`src/rtl/pat_pkg.sv`:
```
// Shared types, codes and helpers for the periodic alarm table.
`timescale 1ns / 1ps
package pat_pkg;

  typedef enum logic [1:0] {
    CMD_ADD    = 2'd0,
    CMD_DELETE = 2'd1,
    CMD_SELECT = 2'd2,
    CMD_CHECK  = 2'd3
  } cmd_t;

  localparam logic [1:0] ST_OK   = 2'd0;
  localparam logic [1:0] ST_FULL = 2'd1;
  localparam logic [1:0] ST_BAD  = 2'd2;
  localparam logic [1:0] ST_FREE = 2'd3;

  localparam int MinPerHour  = 60;
  localparam int HoursPerDay = 24;
  localparam int MaxHour     = 23;
  localparam int MaxMinute   = 59;
  localparam int MaxAmount   = 99;

  // which result the datapath builds when the output register loads
  typedef enum logic [2:0] {
    RES_BAD  = 3'd0,
    RES_FULL = 3'd1,
    RES_ADD  = 3'd2,
    RES_DEL  = 3'd3,
    RES_SEL  = 3'd4,
    RES_CHK  = 3'd5
  } res_sel_t;

  typedef struct packed {
    logic     capture;
    logic     cnt_inc;
    logic     rd_scan;
    logic     rd_near;
    logic     out_load;
    res_sel_t res_sel;
  } ctl_t;

  typedef struct packed {
    logic add_bad;
    logic slot_free;
    logic cnt_last;
    logic out_free;
  } dp_stat_t;

  typedef struct packed {
    logic [4:0] hour;
    logic [5:0] minute;
    logic [6:0] period;
    logic [6:0] count;
  } entry_t;

  function automatic logic [10:0] minute_of_day(input logic [4:0] h, input logic [5:0] m);
    minute_of_day = 11'(h) * 11'(MinPerHour) + 11'(m);
  endfunction

  // sum below 128 reduced modulo 24
  function automatic logic [4:0] hour_wrap(input logic [6:0] s);
    logic [6:0] v;
    v = s;
    if (v >= 7'(4 * HoursPerDay)) v = v - 7'(4 * HoursPerDay);
    if (v >= 7'(2 * HoursPerDay)) v = v - 7'(2 * HoursPerDay);
    if (v >= 7'(HoursPerDay)) v = v - 7'(HoursPerDay);
    hour_wrap = 5'(v);
  endfunction

endpackage

```
`src/rtl/pat_ctrl.sv`:
```
// Command sequencer for the periodic alarm table.
`timescale 1ns / 1ps
module pat_ctrl (
  input  logic              clk,
  input  logic              rst,
  input  logic              in_valid,
  input  logic [1:0]        command,
  output logic              in_stall,
  input  pat_pkg::dp_stat_t stat,
  output pat_pkg::ctl_t     ctl
);

  typedef enum logic [2:0] {
    S_IDLE,
    S_ADD,
    S_DEL,
    S_SEL_SCAN,
    S_SEL_LAST,
    S_SEL_DONE,
    S_CHK_RD,
    S_CHK_DONE
  } state_t;

  state_t state, state_next;

  assign in_stall = (state != S_IDLE);

  always_comb begin
    state_next  = state;
    ctl         = '0;
    ctl.res_sel = pat_pkg::RES_BAD;
    unique case (state)
      S_IDLE: begin
        if (in_valid) begin
          ctl.capture = 1'b1;
          unique case (pat_pkg::cmd_t'(command))
            pat_pkg::CMD_ADD:    state_next = S_ADD;
            pat_pkg::CMD_DELETE: state_next = S_DEL;
            pat_pkg::CMD_SELECT: state_next = S_SEL_SCAN;
            pat_pkg::CMD_CHECK:  state_next = S_CHK_RD;
            default:             state_next = S_IDLE;
          endcase
        end
      end
      S_ADD: begin
        if (stat.add_bad || stat.slot_free || stat.cnt_last) begin
          if (stat.add_bad) ctl.res_sel = pat_pkg::RES_BAD;
          else if (stat.slot_free) ctl.res_sel = pat_pkg::RES_ADD;
          else ctl.res_sel = pat_pkg::RES_FULL;
          if (stat.out_free) begin
            ctl.out_load = 1'b1;
            state_next   = S_IDLE;
          end
        end else begin
          ctl.cnt_inc = 1'b1;
        end
      end
      S_DEL: begin
        ctl.res_sel = pat_pkg::RES_DEL;
        if (stat.out_free) begin
          ctl.out_load = 1'b1;
          state_next   = S_IDLE;
        end
      end
      S_SEL_SCAN: begin
        ctl.rd_scan = 1'b1;
        ctl.cnt_inc = 1'b1;
        if (stat.cnt_last) state_next = S_SEL_LAST;
      end
      S_SEL_LAST: begin
        state_next = S_SEL_DONE;
      end
      S_SEL_DONE: begin
        ctl.res_sel = pat_pkg::RES_SEL;
        if (stat.out_free) begin
          ctl.out_load = 1'b1;
          state_next   = S_IDLE;
        end
      end
      S_CHK_RD: begin
        ctl.rd_near = 1'b1;
        state_next  = S_CHK_DONE;
      end
      S_CHK_DONE: begin
        ctl.res_sel = pat_pkg::RES_CHK;
        if (stat.out_free) begin
          ctl.out_load = 1'b1;
          state_next   = S_IDLE;
        end
      end
      default: state_next = S_IDLE;
    endcase
  end

  always_ff @(posedge clk) begin
    if (rst) begin
      state <= S_IDLE;
    end else begin
      state <= state_next;
    end
  end

endmodule

```
`src/rtl/pat_dp.sv`:
```
// Alarm storage, slot scan, match update and output register.
`timescale 1ns / 1ps
module pat_dp #(
  parameter int ENTRIES = 16
) (
  input  logic              clk,
  input  logic              rst,
  input  logic [1:0]        command,
  input  logic [4:0]        hour,
  input  logic [5:0]        minute,
  input  logic [6:0]        period_hours,
  input  logic [6:0]        dose_count,
  input  logic [3:0]        entry_index,
  input  pat_pkg::ctl_t     ctl,
  output pat_pkg::dp_stat_t stat,
  output logic              out_valid,
  input  logic              out_stall,
  output logic [1:0]        status,
  output logic              matched,
  output logic [3:0]        slot,
  output logic              found
);

  localparam int IW = $clog2(ENTRIES);

  pat_pkg::entry_t mem [ENTRIES];
  pat_pkg::entry_t rd_data, wr_data;
  logic [IW-1:0]   rd_addr, wr_addr;
  logic            wr_en;

  logic [ENTRIES-1:0] valid, valid_next;
  logic [IW-1:0]      cnt, nearest, eval_idx, best, del_idx;
  logic               eval_en, any;
  logic [11:0]        best_key, key;
  logic [10:0]        now;

  logic [1:0] req_command;
  logic [4:0] req_hour;
  logic [5:0] req_minute;
  logic [6:0] req_period, req_count;
  logic [3:0] req_index;

  logic       out_free, del_ok, near_valid, near_match, take;
  logic [6:0] left;

  logic [1:0] status_next;
  logic       matched_next, found_next;
  logic [3:0] slot_next;

  always_ff @(posedge clk) begin
    if (ctl.capture) begin
      req_command <= command;
      req_hour    <= hour;
      req_minute  <= minute;
      req_period  <= period_hours;
      req_count   <= dose_count;
      req_index   <= entry_index;
    end
  end

  assign out_free = !out_valid || !out_stall;
  assign del_idx  = IW'(req_index);
  assign del_ok   = (32'(req_index) < 32'(ENTRIES)) && valid[del_idx];
  assign now      = pat_pkg::minute_of_day(req_hour, req_minute);
  // negative differences wrap above every non-negative one
  assign key      = 12'(pat_pkg::minute_of_day(rd_data.hour, rd_data.minute)) - 12'(now);
  assign near_valid = valid[nearest];
  assign near_match = (rd_data.hour == req_hour) && (rd_data.minute == req_minute);
  assign left       = (rd_data.count == 7'd0) ? 7'd0 : rd_data.count - 7'd1;

  always_comb begin
    stat.add_bad = (req_hour > 5'(pat_pkg::MaxHour)) || (req_minute > 6'(pat_pkg::MaxMinute)) ||
                   (req_period == 7'd0) || (req_period > 7'(pat_pkg::MaxAmount)) ||
                   (req_count == 7'd0) || (req_count > 7'(pat_pkg::MaxAmount));
    stat.slot_free = !valid[cnt];
    stat.cnt_last  = (cnt == IW'(ENTRIES - 1));
    stat.out_free  = out_free;
  end

  // table memory
  assign rd_addr = ctl.rd_near ? nearest : cnt;
  assign take    = ctl.out_load && (req_command == 2'(pat_pkg::CMD_CHECK) ||
                                    req_command != 2'(pat_pkg::CMD_CHECK));

  always_comb begin
    wr_en   = 1'b0;
    wr_addr = cnt;
    wr_data = '{hour: req_hour, minute: req_minute, period: req_period, count: req_count};
    if (take && ctl.res_sel == pat_pkg::RES_ADD) begin
      wr_en = 1'b1;
    end else if (take && ctl.res_sel == pat_pkg::RES_CHK && near_valid && near_match) begin
      wr_en   = 1'b1;
      wr_addr = nearest;
      wr_data = '{hour: pat_pkg::hour_wrap(7'(rd_data.hour) + rd_data.period),
                  minute: rd_data.minute, period: rd_data.period, count: left};
    end
  end

  always_ff @(posedge clk) begin
    if (wr_en) mem[wr_addr] <= wr_data;
    if (ctl.rd_scan || ctl.rd_near) rd_data <= mem[rd_addr];
  end

  always_comb begin
    valid_next = valid;
    if (take) begin
      case (ctl.res_sel)
        pat_pkg::RES_ADD: valid_next[cnt] = 1'b1;
        pat_pkg::RES_DEL: if (del_ok) valid_next[del_idx] = 1'b0;
        pat_pkg::RES_CHK: if (near_valid && near_match && left == 7'd0) valid_next[nearest] = 1'b0;
        default: valid_next = valid;
      endcase
    end
  end

  // scan counter and nearest search
  always_ff @(posedge clk) begin
    if (rst) begin
      valid    <= '0;
      nearest  <= '0;
      cnt      <= '0;
      eval_en  <= 1'b0;
      any      <= 1'b0;
      best     <= '0;
      best_key <= '0;
      eval_idx <= '0;
    end else begin
      valid    <= valid_next;
      eval_en  <= ctl.rd_scan;
      eval_idx <= cnt;
      if (ctl.capture) begin
        cnt <= '0;
        any <= 1'b0;
      end else if (ctl.cnt_inc) begin
        cnt <= cnt + IW'(1);
      end
      if (eval_en && valid[eval_idx] && (!any || key < best_key)) begin
        any      <= 1'b1;
        best     <= eval_idx;
        best_key <= key;
      end
      if (take && ctl.res_sel == pat_pkg::RES_SEL && any) nearest <= best;
    end
  end

  // result
  always_comb begin
    status_next  = pat_pkg::ST_OK;
    matched_next = 1'b0;
    slot_next    = 4'd0;
    found_next   = 1'b0;
    case (ctl.res_sel)
      pat_pkg::RES_BAD:  status_next = pat_pkg::ST_BAD;
      pat_pkg::RES_FULL: status_next = pat_pkg::ST_FULL;
      pat_pkg::RES_ADD:  slot_next = 4'(cnt);
      pat_pkg::RES_DEL: begin
        status_next = del_ok ? pat_pkg::ST_OK : pat_pkg::ST_FREE;
        slot_next   = req_index;
      end
      pat_pkg::RES_SEL: begin
        slot_next  = any ? 4'(best) : 4'd0;
        found_next = any;
      end
      pat_pkg::RES_CHK: begin
        slot_next    = 4'(nearest);
        status_next  = near_valid ? pat_pkg::ST_OK : pat_pkg::ST_FREE;
        matched_next = near_valid && near_match;
      end
      default: status_next = pat_pkg::ST_OK;
    endcase
  end

  always_ff @(posedge clk) begin
    if (rst) begin
      out_valid <= 1'b0;
    end else if (ctl.out_load) begin
      out_valid <= 1'b1;
    end else if (!out_stall) begin
      out_valid <= 1'b0;
    end
  end

  always_ff @(posedge clk) begin
    if (ctl.out_load) begin
      status  <= status_next;
      matched <= matched_next;
      slot    <= slot_next;
      found   <= found_next;
    end
  end

  a_load_free: assert property (@(posedge clk) disable iff (rst)
    ctl.out_load |-> out_free) else $error("result loaded over a pending one");

  a_found_ok: assert property (@(posedge clk) disable iff (rst)
    (out_valid && found) |-> (status == pat_pkg::ST_OK && !matched))
    else $error("found with bad status");

  a_match_ok: assert property (@(posedge clk) disable iff (rst)
    (out_valid && matched) |-> (status == pat_pkg::ST_OK && !found))
    else $error("matched with bad status");

  a_add_sets: assert property (@(posedge clk) disable iff (rst)
    (ctl.out_load && ctl.res_sel == pat_pkg::RES_ADD) |=> valid[$past(cnt)])
    else $error("added slot not marked valid");

endmodule

```
`src/rtl/periodic_alarm_table.sv`:
```
// Periodic alarm table: top level.
//
// One request channel (in_valid / in_stall) carries command, hour, minute,
// period_hours, dose_count and entry_index; one result channel
// (out_valid / out_stall) returns status, matched, slot and found, one result
// per request. A request is taken when valid is high and stall is low.
// Requests are handled one at a time; in_stall is high while one is in work.
// Steps from request to result loaded in the output register:
//   add     one table slot checked per cycle for a free one
//   delete  valid bit cleared as the result loads
//   select  one slot read from the table memory per cycle
//   check   memory read, then compare and write back
// The next request can be taken in the cycle after the result loads.
// A stalled result holds in the output register; the next request may be
// taken and worked on, and waits at its end until the register is free.
// Reset empties the table and sets the selected slot to zero.
`timescale 1ns / 1ps
module periodic_alarm_table #(
  parameter int ENTRIES = 16
) (
  input  logic       clk,
  input  logic       rst,
  input  logic       in_valid,
  output logic       in_stall,
  input  logic [1:0] command,
  input  logic [4:0] hour,
  input  logic [5:0] minute,
  input  logic [6:0] period_hours,
  input  logic [6:0] dose_count,
  input  logic [3:0] entry_index,
  output logic       out_valid,
  input  logic       out_stall,
  output logic [1:0] status,
  output logic       matched,
  output logic [3:0] slot,
  output logic       found
);

  pat_pkg::ctl_t     ctl;
  pat_pkg::dp_stat_t stat;

  pat_ctrl u_ctrl (
    .clk      (clk),
    .rst      (rst),
    .in_valid (in_valid),
    .command  (command),
    .in_stall (in_stall),
    .stat     (stat),
    .ctl      (ctl)
  );

  pat_dp #(
    .ENTRIES (ENTRIES)
  ) u_dp (
    .clk          (clk),
    .rst          (rst),
    .command      (command),
    .hour         (hour),
    .minute       (minute),
    .period_hours (period_hours),
    .dose_count   (dose_count),
    .entry_index  (entry_index),
    .ctl          (ctl),
    .stat         (stat),
    .out_valid    (out_valid),
    .out_stall    (out_stall),
    .status       (status),
    .matched      (matched),
    .slot         (slot),
    .found        (found)
  );

endmodule

```
`config.mk`:
```
export PLATFORM = sky130hd
export DESIGN_NAME = periodic_alarm_table
export DESIGN_NICKNAME = d
export VERILOG_FILES = /design/src/rtl/pat_pkg.sv /design/src/rtl/pat_ctrl.sv /design/src/rtl/pat_dp.sv /design/src/rtl/periodic_alarm_table.sv
export SDC_FILE = /design/constraint.sdc
export NUM_CORES = 1
export LEC_CHECK = 0
export BUFFER_PORTS_ARGS = -buffer_cell sky130_fd_sc_hd__buf_2
export CAP_MARGIN = 20
export CORE_MARGIN = 2
export CORE_UTILIZATION = 40
export CTS_CLUSTER_DIAMETER = 100
export CTS_CLUSTER_SIZE = 12
export DETAILED_ROUTE_END_ITERATION = 10
export GPL_ROUTABILITY_DRIVEN = 0
export SETUP_SLACK_MARGIN = 0.4
export SYNTH_ARGS = -nofsm -noshare
export SYNTH_HDL_FRONTEND = slang
export SYNTH_SLANG_ARGS = --single-unit
```
`constraint.sdc`:
```
create_clock -name clk -period 5.88 [get_ports clk]
set_input_delay 0.882 -clock clk [delete_from_list [all_inputs] [get_ports clk]]
set_output_delay 0.882 -clock clk [all_outputs]
set_load 0.02 [all_outputs]
```
==> results_dict.tcl <==
set metrics [dict create \
    drc 0 \
    hold_slack_ns 0.444 \
    ys.flop_type "edfxtp_1" \
    layout-drive-gt1-share 0.239 \
    ys_ff_latch 512 \
    crit_fanout 5 \
    cpPeakStageDelay_ns 0.57 \
    die_y_um 247 \
    yosysTopAreaCellShare 0.588 \
    ir_drop_v 0.000939 \
    finalPower_mw 13.8 \
    slew_viol_final 0 \
    fin_util 0.463 \
    antenna_found_initial 0 \
    fin_crit_sh 0.938 \
    hpwl_um 32700 \
    syn_inst 1536 \
    crit_path_top_delay_cell "fa_1" \
    ys_seq_area_frac 0.631 \
    synth_area_um2 23600 \
    critPathKind "reg2reg" \
    fin_crit_ns 5.52 \
    core_um2 58000 \
    crit_required_ns 6.40 \
    wl_per_cell_um 23.3 \
    rsz0062_at_grt "yes" \
    cts_buffers 48 \
    cts_root_buffer "clkbuf_16" \
    start_util 0.406 \
    finalSetupTns_ns 0 \
    grt_pass1_vias 13651 \
    clock_tree.htree_level_count 2 \
    mostFrequentLayoutCells "edfxtp_1 (462), mux4_2 (118), nand2_1 (93)" \
    fillers 4990 \
    ys_types 78 \
    grt_pass1_wl_um 84500 \
    setup_viol 0 \
    area_growth_pct 13.9 \
    crit_chain "inv_2 -> fa_1 -> fa_1 -> fa_1 -> inv_2 -> ha_4 -> o21ai_2 -> a21oi_2 -> nand2_1 -> xnor2_2 -> ha_4 -> nor2b_4 -> a2111oi_4 -> o311ai_2 -> ha_1 -> a211o_1 -> a211oi_2 -> a31o_2 -> o2111ai_4 -> buf_6 -> or2_4 -> a21oi_2" \
    grt_max_degree 101 \
    drt_iter0_drc 1107 \
    row_count 88 \
    finClkSkew_ns 0.0318 \
    clock_path_buffers 3 \
    gr-total-overflow 0 \
    crit_top_cell "fa_1" \
    synth_area_leaders "edfxtp_1 (59%), mux4_2 (11%), dfxtp_1 (4.2%), ha_1 (3.6%), fa_1 (1.5%)" \
    worstSetupEndpointType "register" \
    syn-num-nets 1657 \
    clkLatencyLatePin_ns 0.61 \
    die_area_um2 60900 \
    totalWireLength_um 56100 \
    yosys_warnings 0 \
    start_kind "register" \
    synth_edf_count 462 \
    vias_per_cell 5.66 \
    cts_num_sinks 512 \
    p_leak_nw 9.23 \
    status "complete, no violations" \
    path_clk_slew_ns 0.06 \
    yosysTopAreaCell "edfxtp_1" \
    power.density_nw_per_um2 513 \
    num_vias 13621 \
    nets 1745 \
    tritoncts "done" \
    ioPinCount 45 \
    arrival_ns 6.04 \
    portBuffers 44 \
    diodes 0 \
    drv_cap 0 \
    drtPass1Iterations 5 \
    ant_nets 0 \
    slew_headroom 0.268 \
    mostFrequentLayoutCell "edfxtp_1" \
    grt_use_total 0.186 \
    hold_violations 0 \
    syn-mean-instance-area_um2 15.4 \
    hold_path_class "in2reg" \
    worstMarginPinSlew_ns 1.09 \
    die_x_um 247 \
    async_flop_share 0 \
    max_freq_ghz 0.181 \
]
routing by layer:
metal | part of all wire | GRT usage | routed length, µm | up-vias
met5 | 0 | 0 | 0 | -
met4 | 0.025 | 0.0601 | 1410 | 0
met3 | 0.054 | 0.0281 | 3040 | 88
met2 | 0.48 | 0.304 | 26900 | 388
met1 | 0.44 | 0.256 | 24800 | 7026
li1 | - | - | - | 6119
area by class of cell:
| class | instances | area, µm² | share of cell area |
|---|---|---|---|
| clock buffers | 65 | 1260 | 0.0471 |
| clock inverters | 4 | 48.8 | 0.00182 |
| repair buffers | 118 | 838 | 0.0312 |
| flip-flops and latches | 512 | 14900 | 0.554 |
| inverters | 89 | 334 | 0.0124 |
| well taps | 765 | 957 | 0.0356 |
| multi-input cells | 855 | 8540 | 0.318 |
power breakdown:
group          total [mW]  internal [mW]  switching, mW
clock network        2.79           1.49           1.30
logic                6.57           3.03           3.54
registers            4.42           4.27          0.143
worst paths after layout:
path	from	to	slack, ns	cells past startpoint
hold / removal	dose_count[6]	u_dp.req_count[6]	0.44	1
setup / recovery	u_dp.rd_data[20]	u_dp.best_key[0]	0.36	22
hold reg to reg	u_dp.best_key[2]	u_dp.best_key[2]	0.48	2
setup reg to reg	u_dp.rd_data[20]	u_dp.best_key[0]	0.36	22
flip-flops by register name (all words and copies together), names as in the netlist, 5 cells and up:
signal and flops:
u_dp.mem 400, u_dp.req_period 7, u_dp.req_minute 6, u_dp.req_count 7, u_dp.req_hour 5, u_dp.valid 16
u_dp.rd_data 25, u_dp.best_key 12
cell families after synthesis:
group	Yosys count	synth area share
DFF	512	0.631
and+or+nand+nor	324	0.0674
AOI/OAI and AO/OA	234	0.0699
buffers and inverters	169	0.0304
muxes	160	0.131
adders and majority gates	86	0.0514
xor gates and xnor gates	51	0.0189
what timing repair did:
item / in CTS / in global routing
endpoints found under the hold margin: 0 / 0
pin swaps: 25 / 18
buffers inserted: 16 / 3
gates resized for setup: 42 / 28
hold buffers: 0 / 0
setup endpoints to repair: 17 / 17
gates cloned: 2 / 0
Yosys cell counts, drive strengths merged, types with 12 or more instances:
| cell type | instances |
|---|---|
| nand2 | 94 |
| nor2 | 80 |
| fa | 18 |
| nand4 | 12 |
| xor2 | 17 |
| nand3 | 26 |
| and2 | 33 |
| a211oi | 42 |
| mux2i | 31 |
| a31oi | 43 |
| xnor2 | 34 |
| nor2b | 25 |
| o31ai | 17 |
| edfxtp | 462 |
| o21ai | 26 |
| clkbuf | 43 |
| buf | 37 |
| mux4 | 118 |
| inv | 89 |
| dfxtp | 50 |
| a21oi | 28 |
| ha | 68 |
worst max-delay path, delay by kind of cell (launching register included):
| kind | cells | cell delay (ns) |
|---|---|---|
| fa+ha+maj | 6 | 2.39 |
| compound gates | 9 | 1.70 |
| buf+inv | 3 | 0.28 |
| simple gates | 3 | 0.47 |
| flops | 1 | 0.37 |
| xor+xnor | 1 | 0.25 |
through the flow:
step	setup slack [ns]	instances	cell area, µm²
after floorplan	0.409	1536	23600
after global placement	0.176	2318	25000
after detailed placement	0.0557	2318	25000
after CTS	0.345	2405	26700
after global routing	0.0593	2408	26900
final	0.363	2408	26900
Note: power is estimated with default switching activity, not from simulation.
